$ cat config.mk
export PLATFORM = sky130hd
export DESIGN_NAME = delimited_field_splitter_unit_flat
export DESIGN_NICKNAME = d
export VERILOG_FILES = /design/src/hdl/dfs_pkg.sv /design/src/hdl/dfs_in_if.sv /design/src/hdl/dfs_out_if.sv /design/src/hdl/delimited_field_splitter_unit.sv /design/src/hdl/dfs_field_mem.sv /design/src/hdl/dfs_scanner.sv /design/src/flat_wrapper.sv
export SDC_FILE = /design/constraint.sdc
export NUM_CORES = 1
export LEC_CHECK = 0
export BUFFER_PORTS_ARGS = -buffer_cell sky130_fd_sc_hd__buf_4
export CAP_MARGIN = 20
export CORE_ASPECT_RATIO = 2
export CORE_MARGIN = 10
export CORE_UTILIZATION = 40
export DETAILED_ROUTE_END_ITERATION = 12
export PLACE_DENSITY = 0.66
export SYNTH_ARGS = -nofsm -noshare
export SYNTH_HDL_FRONTEND = slang
export SYNTH_SLANG_ARGS = --single-unit
$ cat constraint.sdc
create_clock -name clk_i -period 10.55 [get_ports clk_i]
set_input_delay 0 -clock clk_i [delete_from_list [all_inputs] [get_ports clk_i]]
set_output_delay 0 -clock clk_i [all_outputs]
set_load 0.005 [all_outputs]
$ cat src/hdl/dfs_pkg.sv
// ----------------------------------------------------------------------------
// dfs_pkg
// Types and constants shared by the delimited field splitter modules.
// ----------------------------------------------------------------------------
`default_nettype none

package dfs_pkg;

  // widths of the item fields
  localparam int unsigned BYTE_W   = 8;
  localparam int unsigned OFFS_W   = 16;
  localparam int unsigned FCNT_W   = 5;
  localparam int unsigned FIDX_W   = 4;
  localparam int unsigned STATUS_W = 2;

  // most results one record can produce
  localparam int unsigned RESULT_CAP = 16;

  // configuration port
  localparam int unsigned CFG_IDX_W  = 2;
  localparam int unsigned CFG_DATA_W = 8;

  localparam logic [CFG_IDX_W-1:0] REG_SEPARATOR   = 2'd0;
  localparam logic [CFG_IDX_W-1:0] REG_MERGE_MODE  = 2'd1;
  localparam logic [CFG_IDX_W-1:0] REG_TAKE_MODE   = 2'd2;
  localparam logic [CFG_IDX_W-1:0] REG_FIELD_COUNT = 2'd3;

  // reset values of the registers
  localparam logic [BYTE_W-1:0] SEPARATOR_RST   = 8'd44;
  localparam logic [FCNT_W-1:0] FIELD_COUNT_RST = 5'd1;

  // result status codes
  localparam logic [STATUS_W-1:0] STATUS_OK     = 2'd0;
  localparam logic [STATUS_W-1:0] STATUS_COUNT  = 2'd1;
  localparam logic [STATUS_W-1:0] STATUS_LENGTH = 2'd2;

  typedef struct packed {
    logic [BYTE_W-1:0] separator;
    logic              merge_mode;
    logic              take_mode;
    logic [FCNT_W-1:0] field_count;
  } cfg_t;

  // one entry of the field table
  typedef struct packed {
    logic [OFFS_W-1:0] fstart;
    logic [OFFS_W-1:0] fend;
  } field_t;

  // table write request from the scanner
  typedef struct packed {
    logic              en;
    logic [FCNT_W-1:0] idx;
    field_t            entry;
  } wr_req_t;

  // summary of a record, valid with its last byte
  typedef struct packed {
    logic [STATUS_W-1:0] status;
    logic [FCNT_W-1:0]   count;
    field_t              final_field;
  } rec_info_t;

endpackage

`default_nettype wire

$ cat src/hdl/dfs_in_if.sv
// ----------------------------------------------------------------------------
// dfs_in_if
// Byte channel into the splitter: one record byte per item.
// ----------------------------------------------------------------------------
`default_nettype none

interface dfs_in_if;
  logic       valid;
  logic       ready;
  logic [7:0] byte_in;
  logic       last_byte;

  modport source (output valid, output byte_in, output last_byte, input ready);
  modport sink   (input valid, input byte_in, input last_byte, output ready);
endinterface

`default_nettype wire

$ cat src/hdl/dfs_out_if.sv
// ----------------------------------------------------------------------------
// dfs_out_if
// Result channel out of the splitter: one field or one error per item.
// ----------------------------------------------------------------------------
`default_nettype none

interface dfs_out_if;
  logic        valid;
  logic        ready;
  logic [3:0]  field_index;
  logic [15:0] start_offs;
  logic [15:0] end_offs;
  logic [1:0]  status;
  logic        last_result;

  modport source (output valid, output field_index, output start_offs,
                  output end_offs, output status, output last_result, input ready);
  modport sink   (input valid, input field_index, input start_offs,
                  input end_offs, input status, input last_result, output ready);
endinterface

`default_nettype wire

$ cat src/hdl/delimited_field_splitter_unit.sv
// ----------------------------------------------------------------------------
// delimited_field_splitter_unit
// Splits a byte record into a configured number of fields at a separator
// byte and reports each field's start and end offsets.
//
// Usage:
//   in_i   carries one record byte per item with a last_byte flag. While a
//          record is streaming, one byte is taken every cycle.
//   out_o  gives field_count results in field order after the last byte, or
//          a single error result (status 1 wrong count, 2 too long).
//   cfg    plain write port (cfg_we_i, cfg_idx_i, cfg_wdata_i); write only
//          between records, once all results have been taken.
// Timing: after the last byte the input is held off until every result, or the
//   error result, has been issued; the single read port of the field table gives
//   one entry per cycle while the read stage is not stalled. The first result
//   passes the sequencer state, the table read stage and the output register;
//   results then follow one per cycle while the receiver takes them.
// Stalls: a stalled receiver holds the output register and the table read
//   stage; results queue there, and the next record may start once all are issued.
// Reset: configuration registers return to their reset values, the scanner starts inside
//   field 0; the field table needs no clearing.
// ----------------------------------------------------------------------------
`default_nettype none

module delimited_field_splitter_unit #(
  parameter int unsigned MAX_FIELDS = 16,
  parameter int unsigned MAX_LENGTH = 65535
) (
  input  wire logic                             clk_i,
  input  wire logic                             rst_ni,
  dfs_in_if.sink                                in_i,
  dfs_out_if.source                             out_o,
  input  wire logic                             cfg_we_i,
  input  wire logic [dfs_pkg::CFG_IDX_W-1:0]    cfg_idx_i,
  input  wire logic [dfs_pkg::CFG_DATA_W-1:0]   cfg_wdata_i
);

  localparam int unsigned FIELD_LIMIT = (MAX_FIELDS < dfs_pkg::RESULT_CAP) ?
                                        MAX_FIELDS : dfs_pkg::RESULT_CAP;
  localparam int unsigned AW = (FIELD_LIMIT > 1) ? $clog2(FIELD_LIMIT) : 1;

  typedef enum logic [2:0] {
    ST_SCAN = 3'b001,
    ST_EMIT = 3'b010,
    ST_ERR  = 3'b100
  } state_e;

  state_e state_q, state_d;

  dfs_pkg::cfg_t      cfg_q;
  dfs_pkg::wr_req_t   wr_req;
  dfs_pkg::rec_info_t rec_info;
  dfs_pkg::field_t    rd_data;

  logic in_fire;
  logic issue;
  logic iss_last;
  logic load;

  // latched record summary
  logic [1:0]  rec_status_q;
  logic [4:0]  rec_count_q;
  logic [15:0] rec_start_q;
  logic [15:0] rec_end_q;
  logic [4:0]  iss_q;

  // table read stage
  logic        rd_v_q;
  logic [3:0]  rd_idx_q;
  logic        rd_last_q;
  logic        rd_fin_q;
  logic [1:0]  rd_status_q;
  logic [15:0] rd_fs_q;
  logic [15:0] rd_fe_q;

  // output register
  logic        out_v_q;
  logic [3:0]  out_idx_q;
  logic [15:0] out_fs_q;
  logic [15:0] out_fe_q;
  logic [1:0]  out_status_q;
  logic        out_last_q;

  // configuration registers
  always_ff @(posedge clk_i or negedge rst_ni) begin
    if (!rst_ni) begin
      cfg_q.separator   <= dfs_pkg::SEPARATOR_RST;
      cfg_q.merge_mode  <= 1'b0;
      cfg_q.take_mode   <= 1'b0;
      cfg_q.field_count <= dfs_pkg::FIELD_COUNT_RST;
    end else if (cfg_we_i) begin
      case (cfg_idx_i)
        dfs_pkg::REG_SEPARATOR:   cfg_q.separator   <= cfg_wdata_i;
        dfs_pkg::REG_MERGE_MODE:  cfg_q.merge_mode  <= cfg_wdata_i[0];
        dfs_pkg::REG_TAKE_MODE:   cfg_q.take_mode   <= cfg_wdata_i[0];
        dfs_pkg::REG_FIELD_COUNT: cfg_q.field_count <= cfg_wdata_i[4:0];
        default: ;
      endcase
    end
  end

  assign in_i.ready = (state_q == ST_SCAN);
  assign in_fire    = in_i.valid && in_i.ready;

  dfs_scanner #(
    .FIELD_LIMIT (FIELD_LIMIT),
    .MAX_LENGTH  (MAX_LENGTH)
  ) u_scanner (
    .clk_i  (clk_i),
    .rst_ni (rst_ni),
    .cfg_i  (cfg_q),
    .fire_i (in_fire),
    .byte_i (in_i.byte_in),
    .last_i (in_i.last_byte),
    .wr_o   (wr_req),
    .rec_o  (rec_info)
  );

  dfs_field_mem #(
    .DEPTH (FIELD_LIMIT),
    .AW    (AW)
  ) u_field_mem (
    .clk_i     (clk_i),
    .wr_en_i   (in_fire && wr_req.en),
    .wr_addr_i (wr_req.idx[AW-1:0]),
    .wr_data_i (wr_req.entry),
    .rd_en_i   (issue),
    .rd_addr_i (iss_q[AW-1:0]),
    .rd_data_o (rd_data)
  );

  // result sequencing
  assign load     = rd_v_q && (!out_v_q || out_o.ready);
  assign issue    = ((state_q == ST_EMIT) || (state_q == ST_ERR)) && (!rd_v_q || load);
  assign iss_last = ((iss_q + 5'd1) == rec_count_q);

  always_comb begin
    state_d = state_q;
    case (state_q)
      ST_SCAN: begin
        if (in_fire && in_i.last_byte) begin
          state_d = (rec_info.status == dfs_pkg::STATUS_OK) ? ST_EMIT : ST_ERR;
        end
      end
      ST_EMIT: begin
        if (issue && iss_last) begin
          state_d = ST_SCAN;
        end
      end
      ST_ERR: begin
        if (issue) begin
          state_d = ST_SCAN;
        end
      end
      default: state_d = ST_SCAN;
    endcase
  end

  always_ff @(posedge clk_i or negedge rst_ni) begin
    if (!rst_ni) begin
      state_q <= ST_SCAN;
      iss_q   <= '0;
    end else begin
      state_q <= state_d;
      if (in_fire && in_i.last_byte) begin
        iss_q <= '0;
      end else if (issue) begin
        iss_q <= iss_q + 5'd1;
      end
    end
  end

  // record summary, no reset needed
  always_ff @(posedge clk_i) begin
    if (in_fire && in_i.last_byte) begin
      rec_status_q <= rec_info.status;
      rec_count_q  <= rec_info.count;
      rec_start_q  <= rec_info.final_field.fstart;
      rec_end_q    <= rec_info.final_field.fend;
    end
  end

  // read stage valid
  always_ff @(posedge clk_i or negedge rst_ni) begin
    if (!rst_ni) begin
      rd_v_q <= 1'b0;
    end else if (issue) begin
      rd_v_q <= 1'b1;
    end else if (load) begin
      rd_v_q <= 1'b0;
    end
  end

  // read stage payload; the final field and errors bypass the table
  always_ff @(posedge clk_i) begin
    if (issue) begin
      if (state_q == ST_ERR) begin
        rd_idx_q    <= '0;
        rd_last_q   <= 1'b1;
        rd_fin_q    <= 1'b1;
        rd_status_q <= rec_status_q;
        rd_fs_q     <= '0;
        rd_fe_q     <= '0;
      end else begin
        rd_idx_q    <= iss_q[3:0];
        rd_last_q   <= iss_last;
        rd_fin_q    <= iss_last;
        rd_status_q <= dfs_pkg::STATUS_OK;
        rd_fs_q     <= rec_start_q;
        rd_fe_q     <= rec_end_q;
      end
    end
  end

  // output register
  always_ff @(posedge clk_i or negedge rst_ni) begin
    if (!rst_ni) begin
      out_v_q <= 1'b0;
    end else if (load) begin
      out_v_q <= 1'b1;
    end else if (out_o.ready) begin
      out_v_q <= 1'b0;
    end
  end

  always_ff @(posedge clk_i) begin
    if (load) begin
      out_idx_q    <= rd_idx_q;
      out_fs_q     <= rd_fin_q ? rd_fs_q : rd_data.fstart;
      out_fe_q     <= rd_fin_q ? rd_fe_q : rd_data.fend;
      out_status_q <= rd_status_q;
      out_last_q   <= rd_last_q;
    end
  end

  assign out_o.valid       = out_v_q;
  assign out_o.field_index = out_idx_q;
  assign out_o.start_offs  = out_fs_q;
  assign out_o.end_offs    = out_fe_q;
  assign out_o.status      = out_status_q;
  assign out_o.last_result = out_last_q;

  a_state_onehot: assert property (@(posedge clk_i) disable iff (!rst_ni)
    $onehot(state_q))
    else $error("sequencer state not one-hot");

  // a finished record always leaves the scan state
  a_last_emits: assert property (@(posedge clk_i) disable iff (!rst_ni)
    (in_fire && in_i.last_byte) |=> (state_q != ST_SCAN))
    else $error("record end did not start result output");

  // reads stay inside the record's field count
  a_issue_range: assert property (@(posedge clk_i) disable iff (!rst_ni)
    (issue && (state_q == ST_EMIT)) |-> (iss_q < rec_count_q))
    else $error("table read beyond field count");

  // a waiting read stage is never overwritten
  a_rd_hold: assert property (@(posedge clk_i) disable iff (!rst_ni)
    (rd_v_q && !load) |-> !issue)
    else $error("read stage overwritten while stalled");

endmodule

`default_nettype wire

$ cat src/hdl/dfs_field_mem.sv
// ----------------------------------------------------------------------------
// dfs_field_mem
// Field table: one write port, one read port with registered read data.
// ----------------------------------------------------------------------------
`default_nettype none

module dfs_field_mem #(
  parameter int unsigned DEPTH = 16,
  parameter int unsigned AW    = 4
) (
  input  wire logic            clk_i,
  input  wire logic            wr_en_i,
  input  wire logic [AW-1:0]   wr_addr_i,
  input  wire dfs_pkg::field_t wr_data_i,
  input  wire logic            rd_en_i,
  input  wire logic [AW-1:0]   rd_addr_i,
  output      dfs_pkg::field_t rd_data_o
);

  dfs_pkg::field_t mem_q [DEPTH];
  dfs_pkg::field_t rd_data_q;

  // write port
  always_ff @(posedge clk_i) begin
    if (wr_en_i) begin
      mem_q[wr_addr_i] <= wr_data_i;
    end
  end

  // read port, data held while no read is issued
  always_ff @(posedge clk_i) begin
    if (rd_en_i) begin
      rd_data_q <= mem_q[rd_addr_i];
    end
  end

  assign rd_data_o = rd_data_q;

endmodule

`default_nettype wire

$ cat src/hdl/dfs_scanner.sv
// ----------------------------------------------------------------------------
// dfs_scanner
// Per-byte field scanner: tracks field/separator state, offsets and errors,
// issues field table writes and summarises the record on its last byte.
// ----------------------------------------------------------------------------
`default_nettype none

module dfs_scanner #(
  parameter int unsigned FIELD_LIMIT = 16,
  parameter int unsigned MAX_LENGTH  = 65535
) (
  input  wire logic               clk_i,
  input  wire logic               rst_ni,
  input  wire dfs_pkg::cfg_t      cfg_i,
  input  wire logic               fire_i,
  input  wire logic [7:0]         byte_i,
  input  wire logic               last_i,
  output      dfs_pkg::wr_req_t   wr_o,
  output      dfs_pkg::rec_info_t rec_o
);

  logic        in_sep_q, in_sep_d;
  logic [4:0]  cur_q, cur_d;
  logic [15:0] start_q, start_d;
  logic [15:0] pos_q, pos_d;
  logic        take_rest_q, take_rest_d;
  logic        cnt_err_q, cnt_err_d;
  logic        len_err_q, len_err_d;

  logic [4:0]  n;
  logic [4:0]  cur_inc;
  logic [4:0]  cur_inc2;
  logic        cnt_ok;
  logic        is_sep;
  logic        fin_sep;
  logic [4:0]  fin_cur;
  logic [4:0]  fin_inc;
  logic [15:0] fin_start;

  assign n        = cfg_i.field_count;
  assign cur_inc  = cur_q + 5'd1;
  assign cur_inc2 = cur_q + 5'd2;
  assign cnt_ok   = (n != 5'd0) && (n <= 5'(FIELD_LIMIT));
  assign is_sep   = (byte_i == cfg_i.separator);

  // byte scan
  always_comb begin
    in_sep_d    = in_sep_q;
    cur_d       = cur_q;
    start_d     = start_q;
    pos_d       = pos_q;
    take_rest_d = take_rest_q;
    cnt_err_d   = cnt_err_q;
    len_err_d   = len_err_q;
    wr_o        = '0;
    wr_o.idx    = cur_q;
    wr_o.entry  = '{fstart: start_q, fend: pos_q};
    if (pos_q >= 16'(MAX_LENGTH)) begin
      len_err_d = 1'b1;
    end else begin
      if (cnt_ok && !cnt_err_q && !take_rest_q) begin
        if (!in_sep_q) begin
          if (cfg_i.take_mode && (cur_inc >= n)) begin
            take_rest_d = 1'b1;
          end else if (is_sep) begin
            wr_o.en  = 1'b1;
            in_sep_d = 1'b1;
          end
        end else if (is_sep) begin
          if (!cfg_i.merge_mode) begin
            cur_d    = cur_inc;
            start_d  = pos_q;
            in_sep_d = 1'b0;
            if (cur_inc >= n) begin
              cnt_err_d = 1'b1;
            end else if (cfg_i.take_mode && (cur_inc2 >= n)) begin
              take_rest_d = 1'b1;
            end else begin
              wr_o.en    = 1'b1;
              wr_o.idx   = cur_inc;
              wr_o.entry = '{fstart: pos_q, fend: pos_q};
              in_sep_d   = 1'b1;
            end
          end
        end else begin
          cur_d    = cur_inc;
          start_d  = pos_q;
          in_sep_d = 1'b0;
          if (cur_inc >= n) begin
            cnt_err_d = 1'b1;
          end
        end
      end
      pos_d = pos_q + 16'd1;
    end
  end

  // record summary, taken on the last byte
  always_comb begin
    fin_sep   = in_sep_d;
    fin_cur   = cur_d;
    fin_start = start_d;
    if (!take_rest_d && in_sep_d && ((cur_d + 5'd1) < n)) begin
      fin_sep   = 1'b0;
      fin_cur   = cur_d + 5'd1;
      fin_start = pos_d;
    end
    fin_inc = fin_cur + 5'd1;
    rec_o.count             = n;
    rec_o.final_field       = '{fstart: fin_start, fend: pos_d};
    if (len_err_d) begin
      rec_o.status = dfs_pkg::STATUS_LENGTH;
    end else if (!cnt_ok || cnt_err_d) begin
      rec_o.status = dfs_pkg::STATUS_COUNT;
    end else if (fin_sep || (fin_inc != n)) begin
      rec_o.status = dfs_pkg::STATUS_COUNT;
    end else begin
      rec_o.status = dfs_pkg::STATUS_OK;
    end
  end

  // scan state, cleared at the end of each record
  always_ff @(posedge clk_i or negedge rst_ni) begin
    if (!rst_ni) begin
      in_sep_q    <= 1'b0;
      cur_q       <= '0;
      start_q     <= '0;
      pos_q       <= '0;
      take_rest_q <= 1'b0;
      cnt_err_q   <= 1'b0;
      len_err_q   <= 1'b0;
    end else if (fire_i) begin
      if (last_i) begin
        in_sep_q    <= 1'b0;
        cur_q       <= '0;
        start_q     <= '0;
        pos_q       <= '0;
        take_rest_q <= 1'b0;
        cnt_err_q   <= 1'b0;
        len_err_q   <= 1'b0;
      end else begin
        in_sep_q    <= in_sep_d;
        cur_q       <= cur_d;
        start_q     <= start_d;
        pos_q       <= pos_d;
        take_rest_q <= take_rest_d;
        cnt_err_q   <= cnt_err_d;
        len_err_q   <= len_err_d;
      end
    end
  end

  // a table write stays below the configured field count
  a_wr_in_range: assert property (@(posedge clk_i) disable iff (!rst_ni)
    (fire_i && wr_o.en) |-> (wr_o.idx < n))
    else $error("field table write beyond field count");

  // the position never passes the length limit
  a_pos_bound: assert property (@(posedge clk_i) disable iff (!rst_ni)
    pos_q <= 16'(MAX_LENGTH))
    else $error("position beyond length limit");

endmodule

`default_nettype wire

$ cat src/flat_wrapper.sv
// flat-port wrapper written by rule: the top's interface ports become plain ports
module delimited_field_splitter_unit_flat 
#(
  parameter int unsigned MAX_FIELDS = 16,
  parameter int unsigned MAX_LENGTH = 65535
)
  (clk_i, rst_ni, cfg_we_i, cfg_idx_i, cfg_wdata_i, in_i_valid, in_i_byte_in, in_i_last_byte, in_i_ready, out_o_valid, out_o_field_index, out_o_start_offs, out_o_end_offs, out_o_status, out_o_last_result, out_o_ready);
  dfs_in_if in_i_i ();
  dfs_out_if out_o_i ();
  input  wire logic clk_i;
  input  wire logic rst_ni;
  input  wire logic cfg_we_i;
  input  wire logic [dfs_pkg::CFG_IDX_W-1:0] cfg_idx_i;
  input  wire logic [dfs_pkg::CFG_DATA_W-1:0] cfg_wdata_i;
  input wire logic [$bits(in_i_i.valid)-1:0] in_i_valid;
  input wire logic [$bits(in_i_i.byte_in)-1:0] in_i_byte_in;
  input wire logic [$bits(in_i_i.last_byte)-1:0] in_i_last_byte;
  output wire logic [$bits(in_i_i.ready)-1:0] in_i_ready;
  output wire logic [$bits(out_o_i.valid)-1:0] out_o_valid;
  output wire logic [$bits(out_o_i.field_index)-1:0] out_o_field_index;
  output wire logic [$bits(out_o_i.start_offs)-1:0] out_o_start_offs;
  output wire logic [$bits(out_o_i.end_offs)-1:0] out_o_end_offs;
  output wire logic [$bits(out_o_i.status)-1:0] out_o_status;
  output wire logic [$bits(out_o_i.last_result)-1:0] out_o_last_result;
  input wire logic [$bits(out_o_i.ready)-1:0] out_o_ready;
  assign in_i_i.valid = in_i_valid;
  assign in_i_i.byte_in = in_i_byte_in;
  assign in_i_i.last_byte = in_i_last_byte;
  assign in_i_ready = in_i_i.ready;
  assign out_o_valid = out_o_i.valid;
  assign out_o_field_index = out_o_i.field_index;
  assign out_o_start_offs = out_o_i.start_offs;
  assign out_o_end_offs = out_o_i.end_offs;
  assign out_o_status = out_o_i.status;
  assign out_o_last_result = out_o_i.last_result;
  assign out_o_i.ready = out_o_ready;
  delimited_field_splitter_unit #(.MAX_FIELDS(MAX_FIELDS), .MAX_LENGTH(MAX_LENGTH)) u_core (.clk_i(clk_i), .rst_ni(rst_ni), .in_i(in_i_i), .out_o(out_o_i), .cfg_we_i(cfg_we_i), .cfg_idx_i(cfg_idx_i), .cfg_wdata_i(cfg_wdata_i));
endmodule
# After elaboration in Yosys (flattened, before gate mapping)
# Memory sizes are Yosys's and may differ from the RTL's. A register that Yosys moved wholly into a read port is not among the register bits.
# Cells that the tools add are included.
totals:
  ramBits: 512
  inputBits: 24
  word_cells: 159
  mem_count: 1
  register_bits: 183
mem_list:
  columns: ["memory", "words", "width", "rd", "rd_clocked_by_memory_dff", "wr", "line", "source"]
  rows:
  - ["u_core.u_field_mem.mem_q", 16, 32, 1, 1, 1, "dfs_field_mem.sv:20", "dfs_pkg::field_t mem_q [DEPTH];"]
op_classes:
  order_cmp: 5
  eq_ne: 12
  mux: 71
  reduce_logical: 35
  addsub: 6
ops:
  columns: ["cell", "count"]
  rows:
  - ["38-bit 2-to-1 mux", 6]
  - ["16-bit 2-to-1 mux", 11]
  - ["5-bit 2-to-1 mux", 9]
  - ["1-bit 2-to-1 mux", 38]
  - ["37-bit 2-to-1 mux", 1]
  - ["5-bit by 1-bit adder with 5-bit output, second input constant", 4]
  - ["16-bit by 1-bit adder with 16-bit output, second input constant", 1]
  - ["16-bit >= comparator, second input constant", 1]
  - ["1-bit logical AND", 13]
  - ["3-bit 2-to-1 mux", 4]
  - ["5-bit >= comparator", 2]
  - ["3-bit one-hot mux with 3 select lines", 1]
  - ["8-bit equality test", 1]
  - ["2-bit AND reduction", 4]
  - ["1-bit zero test", 6]
  - ["2-bit nonzero test", 3]
  - ["5-bit by 2-bit adder with 5-bit output, second input constant", 1]
  - ["5-bit equality test", 1]
  - ["5-bit <= comparator, second input constant", 1]
  - ["1-bit logical OR", 5]
  - ["5-bit less-than comparator", 1]
  - ["5-bit != test", 1]
  - ["5-bit nonzero test", 1]
  - ["2-bit equality test, second input constant", 2]
  - ["9 further kinds", 11]

# Logic depth before layout (Yosys ltp)
depth:
  ltp_word: 24
  mapped_depth: 29
  mapped_depth_nobuf: 26

# Hierarchy
# From an unflattened synthesis, not the netlist that was laid out.
hier_totals:
  cells_unflattened: 1606
  area_unflattened_um2: 29381.9
modules_own_cells:
  columns: ["mod", "area_each_um2", "n_inst", "cells_each"]
  rows:
  - ["dfs_field_mem", 20155.6, 1, 838]
  - ["delimited_field_splitter_unit", 5432.7, 1, 298]
  - ["dfs_scanner", 3793.6, 1, 470]

# Least setup slack after synthesis
# No wires, ideal clock.
synth_timing:
  path_kind: "register to register"
  from: "register u_core.u_scanner.pos_q[8]"
  to: "register u_core.rec_status_q[0] (data pin)"
  slack_ns: 4.396
  path_stages_with_launch: 29
  t_arrival_ns: 5.902
  cell_sequence: "dfrtp_1 -> clkbuf_1 -> nand4_1 -> nor4_2 -> or2_1 -> buf_6 -> nor2_2 -> clkbuf_1 -> nand2_1 -> o21ai_0 -> ha_1 -> xnor2_1 -> xor2_1 -> ha_1 -> nand4_1 -> nand2_1 -> or3_1 -> o221ai_2 -> nand2_1 -> clkbuf_1 -> mux2_2 -> ha_1 -> xor2_1 -> a311oi_1 -> o31ai_1 -> a31oi_1 -> nand3_1 -> nor2_1 -> nor2_1"
synth_rtl:
  columns: ["element", "line", "source"]
  rows:
  - ["from (decl)", "dfs_scanner.sv:25", "logic [15:0] pos_q, pos_d;"]
  - ["from (signal assigned)", "dfs_scanner.sv:145", "pos_q <= pos_d;"]
  - ["to (signal assigned)", "delimited_field_splitter_unit.sv:176", "rec_status_q <= rec_info.status;"]
  - ["to (decl)", "delimited_field_splitter_unit.sv:61", "logic [1:0] rec_status_q;"]

==> metrics.log <==
INFO  metric result_of_the_run = complete, no violations
INFO  metric start_kind = flop
INFO  metric setup_violations = 0
INFO  metric crit_path_max_fanout = 36
INFO  metric kind_of_end_point_of_the_critical_path = flop
INFO  metric final_period_minus_worst_setup_slack = 6.96 ns
INFO  metric layout_common_cells = sky130_fd_sc_hd__edfxtp_1 (661), sky130_fd_sc_hd__mux4_2 (160), sky130_fd_sc_hd__nand2_1 (147)
INFO  metric clock_tree_from_tritoncts = built
INFO  metric r2r_slack = 3.59 ns
INFO  metric worst-endpoint-arrival = 7.34 ns
INFO  metric drt-pass1-iter-count = 8
INFO  metric synthArstFlopShare = 9.08%
INFO  metric ys_warn_count = 0
INFO  metric routabilityCongestion = 0.909
INFO  metric numPortBuffers = 64
INFO  metric final_layout_size_suffix_gt1_share = 25.0%
INFO  metric path_delay_family = simple AND/OR/NAND/NOR gates
INFO  metric final_nets = 1,768
INFO  metric max_freq = 144 MHz
INFO  metric cts_max_path_buffers = 3
INFO  metric final_common_cell = sky130_fd_sc_hd__edfxtp_1
INFO  metric delay_of_the_slowest_cell_on_the_worst_path = 0.86 ns
INFO  metric ys_types = 65
INFO  metric num-fill-cells = 6,112
INFO  metric design.portCount = 65
INFO  metric ff_latch_area = roughly 0.022 mm2
INFO  metric fp.dieH = just over 400 um
INFO  metric path_clk_slew = 0.07 ns
INFO  metric fin_tns_setup = 0 ns
INFO  metric worst-path-stages = 26
INFO  metric hp-class = in -> async
INFO  metric wire_length_of_the_first_global_routing_pass = 108,000 um
INFO  metric synth.top_cells.by_area = sky130_fd_sc_hd__edfxtp_1 (67%), sky130_fd_sc_hd__mux4_2 (12%), sky130_fd_sc_hd__dfrtp_1 (5.2%), sky130_fd_sc_hd__nand2_1 (1.9%), sky130_fd_sc_hd__mux2_2 (1.8%)
INFO  metric static-leakage-power = 0.0109 uW
INFO  metric area_delta_synth_final = 13.4%
INFO  metric vdd_ir_drop_max = 0.167 mV
INFO  metric synth-main-ff-cell = sky130_fd_sc_hd__edfxtp_1
INFO  metric vias_per_instance = 5.74
INFO  metric std_cell_rows = 140
INFO  metric period_share = 66.0%
INFO  metric globalRoute.totalOverflow = 0
INFO  metric worstSetupStartpoint = u_core.u_scanner.pos_q[4]
INFO  metric die_width = 212 um
INFO  metric largest_register_ffs = 512
INFO  metric top_register = u_core.u_field_mem.mem_q
INFO  metric finalMaxSlewViolations = 0
INFO  metric finalWirelength = 73,500 um
INFO  metric synth-seq-area-share = about 73%
INFO  metric cp_slowest_cell = sky130_fd_sc_hd__dfrtp_1
INFO  metric initial_antenna_violation_count = 1
INFO  metric die-area = 0.0856 mm2
INFO  metric total_power_divided_by_cell_area = 176 mW/mm2
INFO  metric detail_route.drc_violations = 0
INFO  metric grt_start_max_net_pins = between 60 and 70
INFO  metric timing.critical_path.to = u_core.rec_status_q[0]
INFO  metric clk-insertion-delay-late = between 0.6 and 0.7 ns
INFO  metric cts_buffers = 59
INFO  metric clock_sink_count = 727
INFO  metric detail-route-antenna-nets = 0
INFO  metric max-cap-violations = 0
INFO  metric htree_num_levels = 2
INFO  metric crit_buf_inv = 2
INFO  metric timing_worst_setup_path_type = reg -> reg
INFO  metric design_power_total = 5880 uW
INFO  metric post-synth-top-area-cell = sky130_fd_sc_hd__edfxtp_1
INFO  metric drt-wirelength-per-cell = around 27 um
INFO  metric clock-root-buffer = sky130_fd_sc_hd__clkbuf_16
INFO  metric synth-edff-count = 661
INFO  metric vias = 15,483
INFO  metric global_route.usage.total = 17.1%
INFO  metric worst_clock_skew = between 0.03 and 0.04 ns
INFO  metric initial_utilization = between 40 and 50%
INFO  metric regToRegEndpoint = u_core.rec_status_q[0]
INFO  metric yosysTopAreaCellShare = 67.4%
INFO  metric regToRegStartpoint = u_core.u_scanner.pos_q[4]
INFO  metric max-slew-margin-rel = 30.7%
INFO  metric fin_util = 45.8%
INFO  metric worst-r2r-cell-count = 26
INFO  metric place.detailed.hpwl = 43,000 um
INFO  metric cts_post_setup_buffers_inserted = 0
INFO  metric detail_route.iter0.violations = 1,396
INFO  metric tightestPinTransition = 1.04 ns
INFO  metric netlist_instances = roughly 1,600
INFO  metric register_bit_total_from_synthesis = roughly 730
INFO  metric via_count_of_the_first_global_routing_pass = 16,129
INFO  metric synthesis.area_per_instance = around 18 um2
INFO  metric netlist_area = 0.0295 mm2
INFO  metric final-hold-violation-count = 0
INFO  metric grt_setup_unrepaired = no
INFO  metric multiInputGateArea = between 0.007 and 0.008 mm2
INFO  metric critical_path_required = ~11 ns
INFO  metric synth_fp_nets = 1,665
INFO  metric placeableCoreArea = between 0.07 and 0.08 mm2
metal layers:
layer / GRT usage [%] / up-vias / part of all wire (%)
met4: 8.62 / 0 / 4.9
met3: 1.99 / 147 / 5.1
li1: - / 6610 / -
met2: 30.9 / 566 / 54
met1: 19.5 / 8160 / 36
met5: 0 / - / 0
power by group:
part,switching [uW],internal (uW)
combinational,209,181
sequential,72.1,3190
clock,1020,1210
cells by family after synthesis:
| group | Yosys count | synth area share [%] |
|---|---|---|
| compound gates | 158 | 3.50 |
| xor+xnor | 52 | 1.59 |
| fa+ha+maj | 20 | 0.849 |
| buf+inv | 111 | 1.45 |
| flops | 727 | 73.0 |
| mux | 212 | 14.2 |
| simple gates | 341 | 5.43 |
repair_timing:
action | CTS | global route
hold buffers | 26 | 0
resized for setup | 0 | 0
endpoints found under the setup margin | 0 | 0
hold endpoints to repair | 116 | 0
synth_stat cells (6+ instances only):
| cell | instances |
|---|---|
| sky130_fd_sc_hd__dfrtp_1 | 61 |
| sky130_fd_sc_hd__nor2b_1 | 42 |
| sky130_fd_sc_hd__nor2_1 | 57 |
| sky130_fd_sc_hd__nand2_1 | 147 |
| sky130_fd_sc_hd__inv_1 | 20 |
| sky130_fd_sc_hd__edfxtp_1 | 661 |
| sky130_fd_sc_hd__xor2_1 | 15 |
| sky130_fd_sc_hd__nor3_1 | 17 |
| sky130_fd_sc_hd__nand4_1 | 9 |
| sky130_fd_sc_hd__mux4_2 | 160 |
| sky130_fd_sc_hd__and2_1 | 7 |
| sky130_fd_sc_hd__a31oi_1 | 12 |
| sky130_fd_sc_hd__buf_1 | 24 |
| sky130_fd_sc_hd__clkbuf_1 | 62 |
| sky130_fd_sc_hd__a21oi_1 | 18 |
| sky130_fd_sc_hd__nand3_1 | 29 |
| sky130_fd_sc_hd__ha_1 | 20 |
| sky130_fd_sc_hd__o21ai_0 | 60 |
| sky130_fd_sc_hd__a22oi_1 | 16 |
| sky130_fd_sc_hd__o31ai_1 | 8 |
| sky130_fd_sc_hd__mux2_2 | 48 |
| sky130_fd_sc_hd__xnor2_1 | 36 |
| sky130_fd_sc_hd__and3_1 | 6 |
how the worst min path moves through the flow:
| stage | cells after the start | to | slack (ns) |
|---|---|---|---|
| after floorplan | 0 | u_core.cfg_q[11] | -0.30 |
| after global placement | 1 | u_core.cfg_q[14] | 0.18 |
| after detailed placement | 1 | u_core.cfg_q[14] | 0.18 |
| after CTS | 2 | u_core.cfg_q[14] | 0.06 |
| after global routing | 2 | u_core.cfg_q[8] | 0.11 |
| final | 2 | u_core.cfg_q[6] | 0.05 |
area by class of cell:
class	instances	share of cell area, %
clock inverter	38	1.24
timing repair buffer	131	3.12
antenna	1	0.00749
tap	923	3.46
multi-input combinational	783	23.0
clock buffer	72	4.57
inverter	22	0.247
sequential	727	64.4
through the flow:
step	hold WS [ns]	std cells	worst slack, ns	area [um2]
floorplan	-0.296	1621	4.40	29500
global placement	0.181	2556	3.67	31200
detailed placement	0.182	2557	3.57	31200
CTS	0.0592	2693	3.54	33400
global route	0.112	2697	2.98	33400
finish	0.0523	2697	3.59	33400
Power figures use the tool's default switching activity.
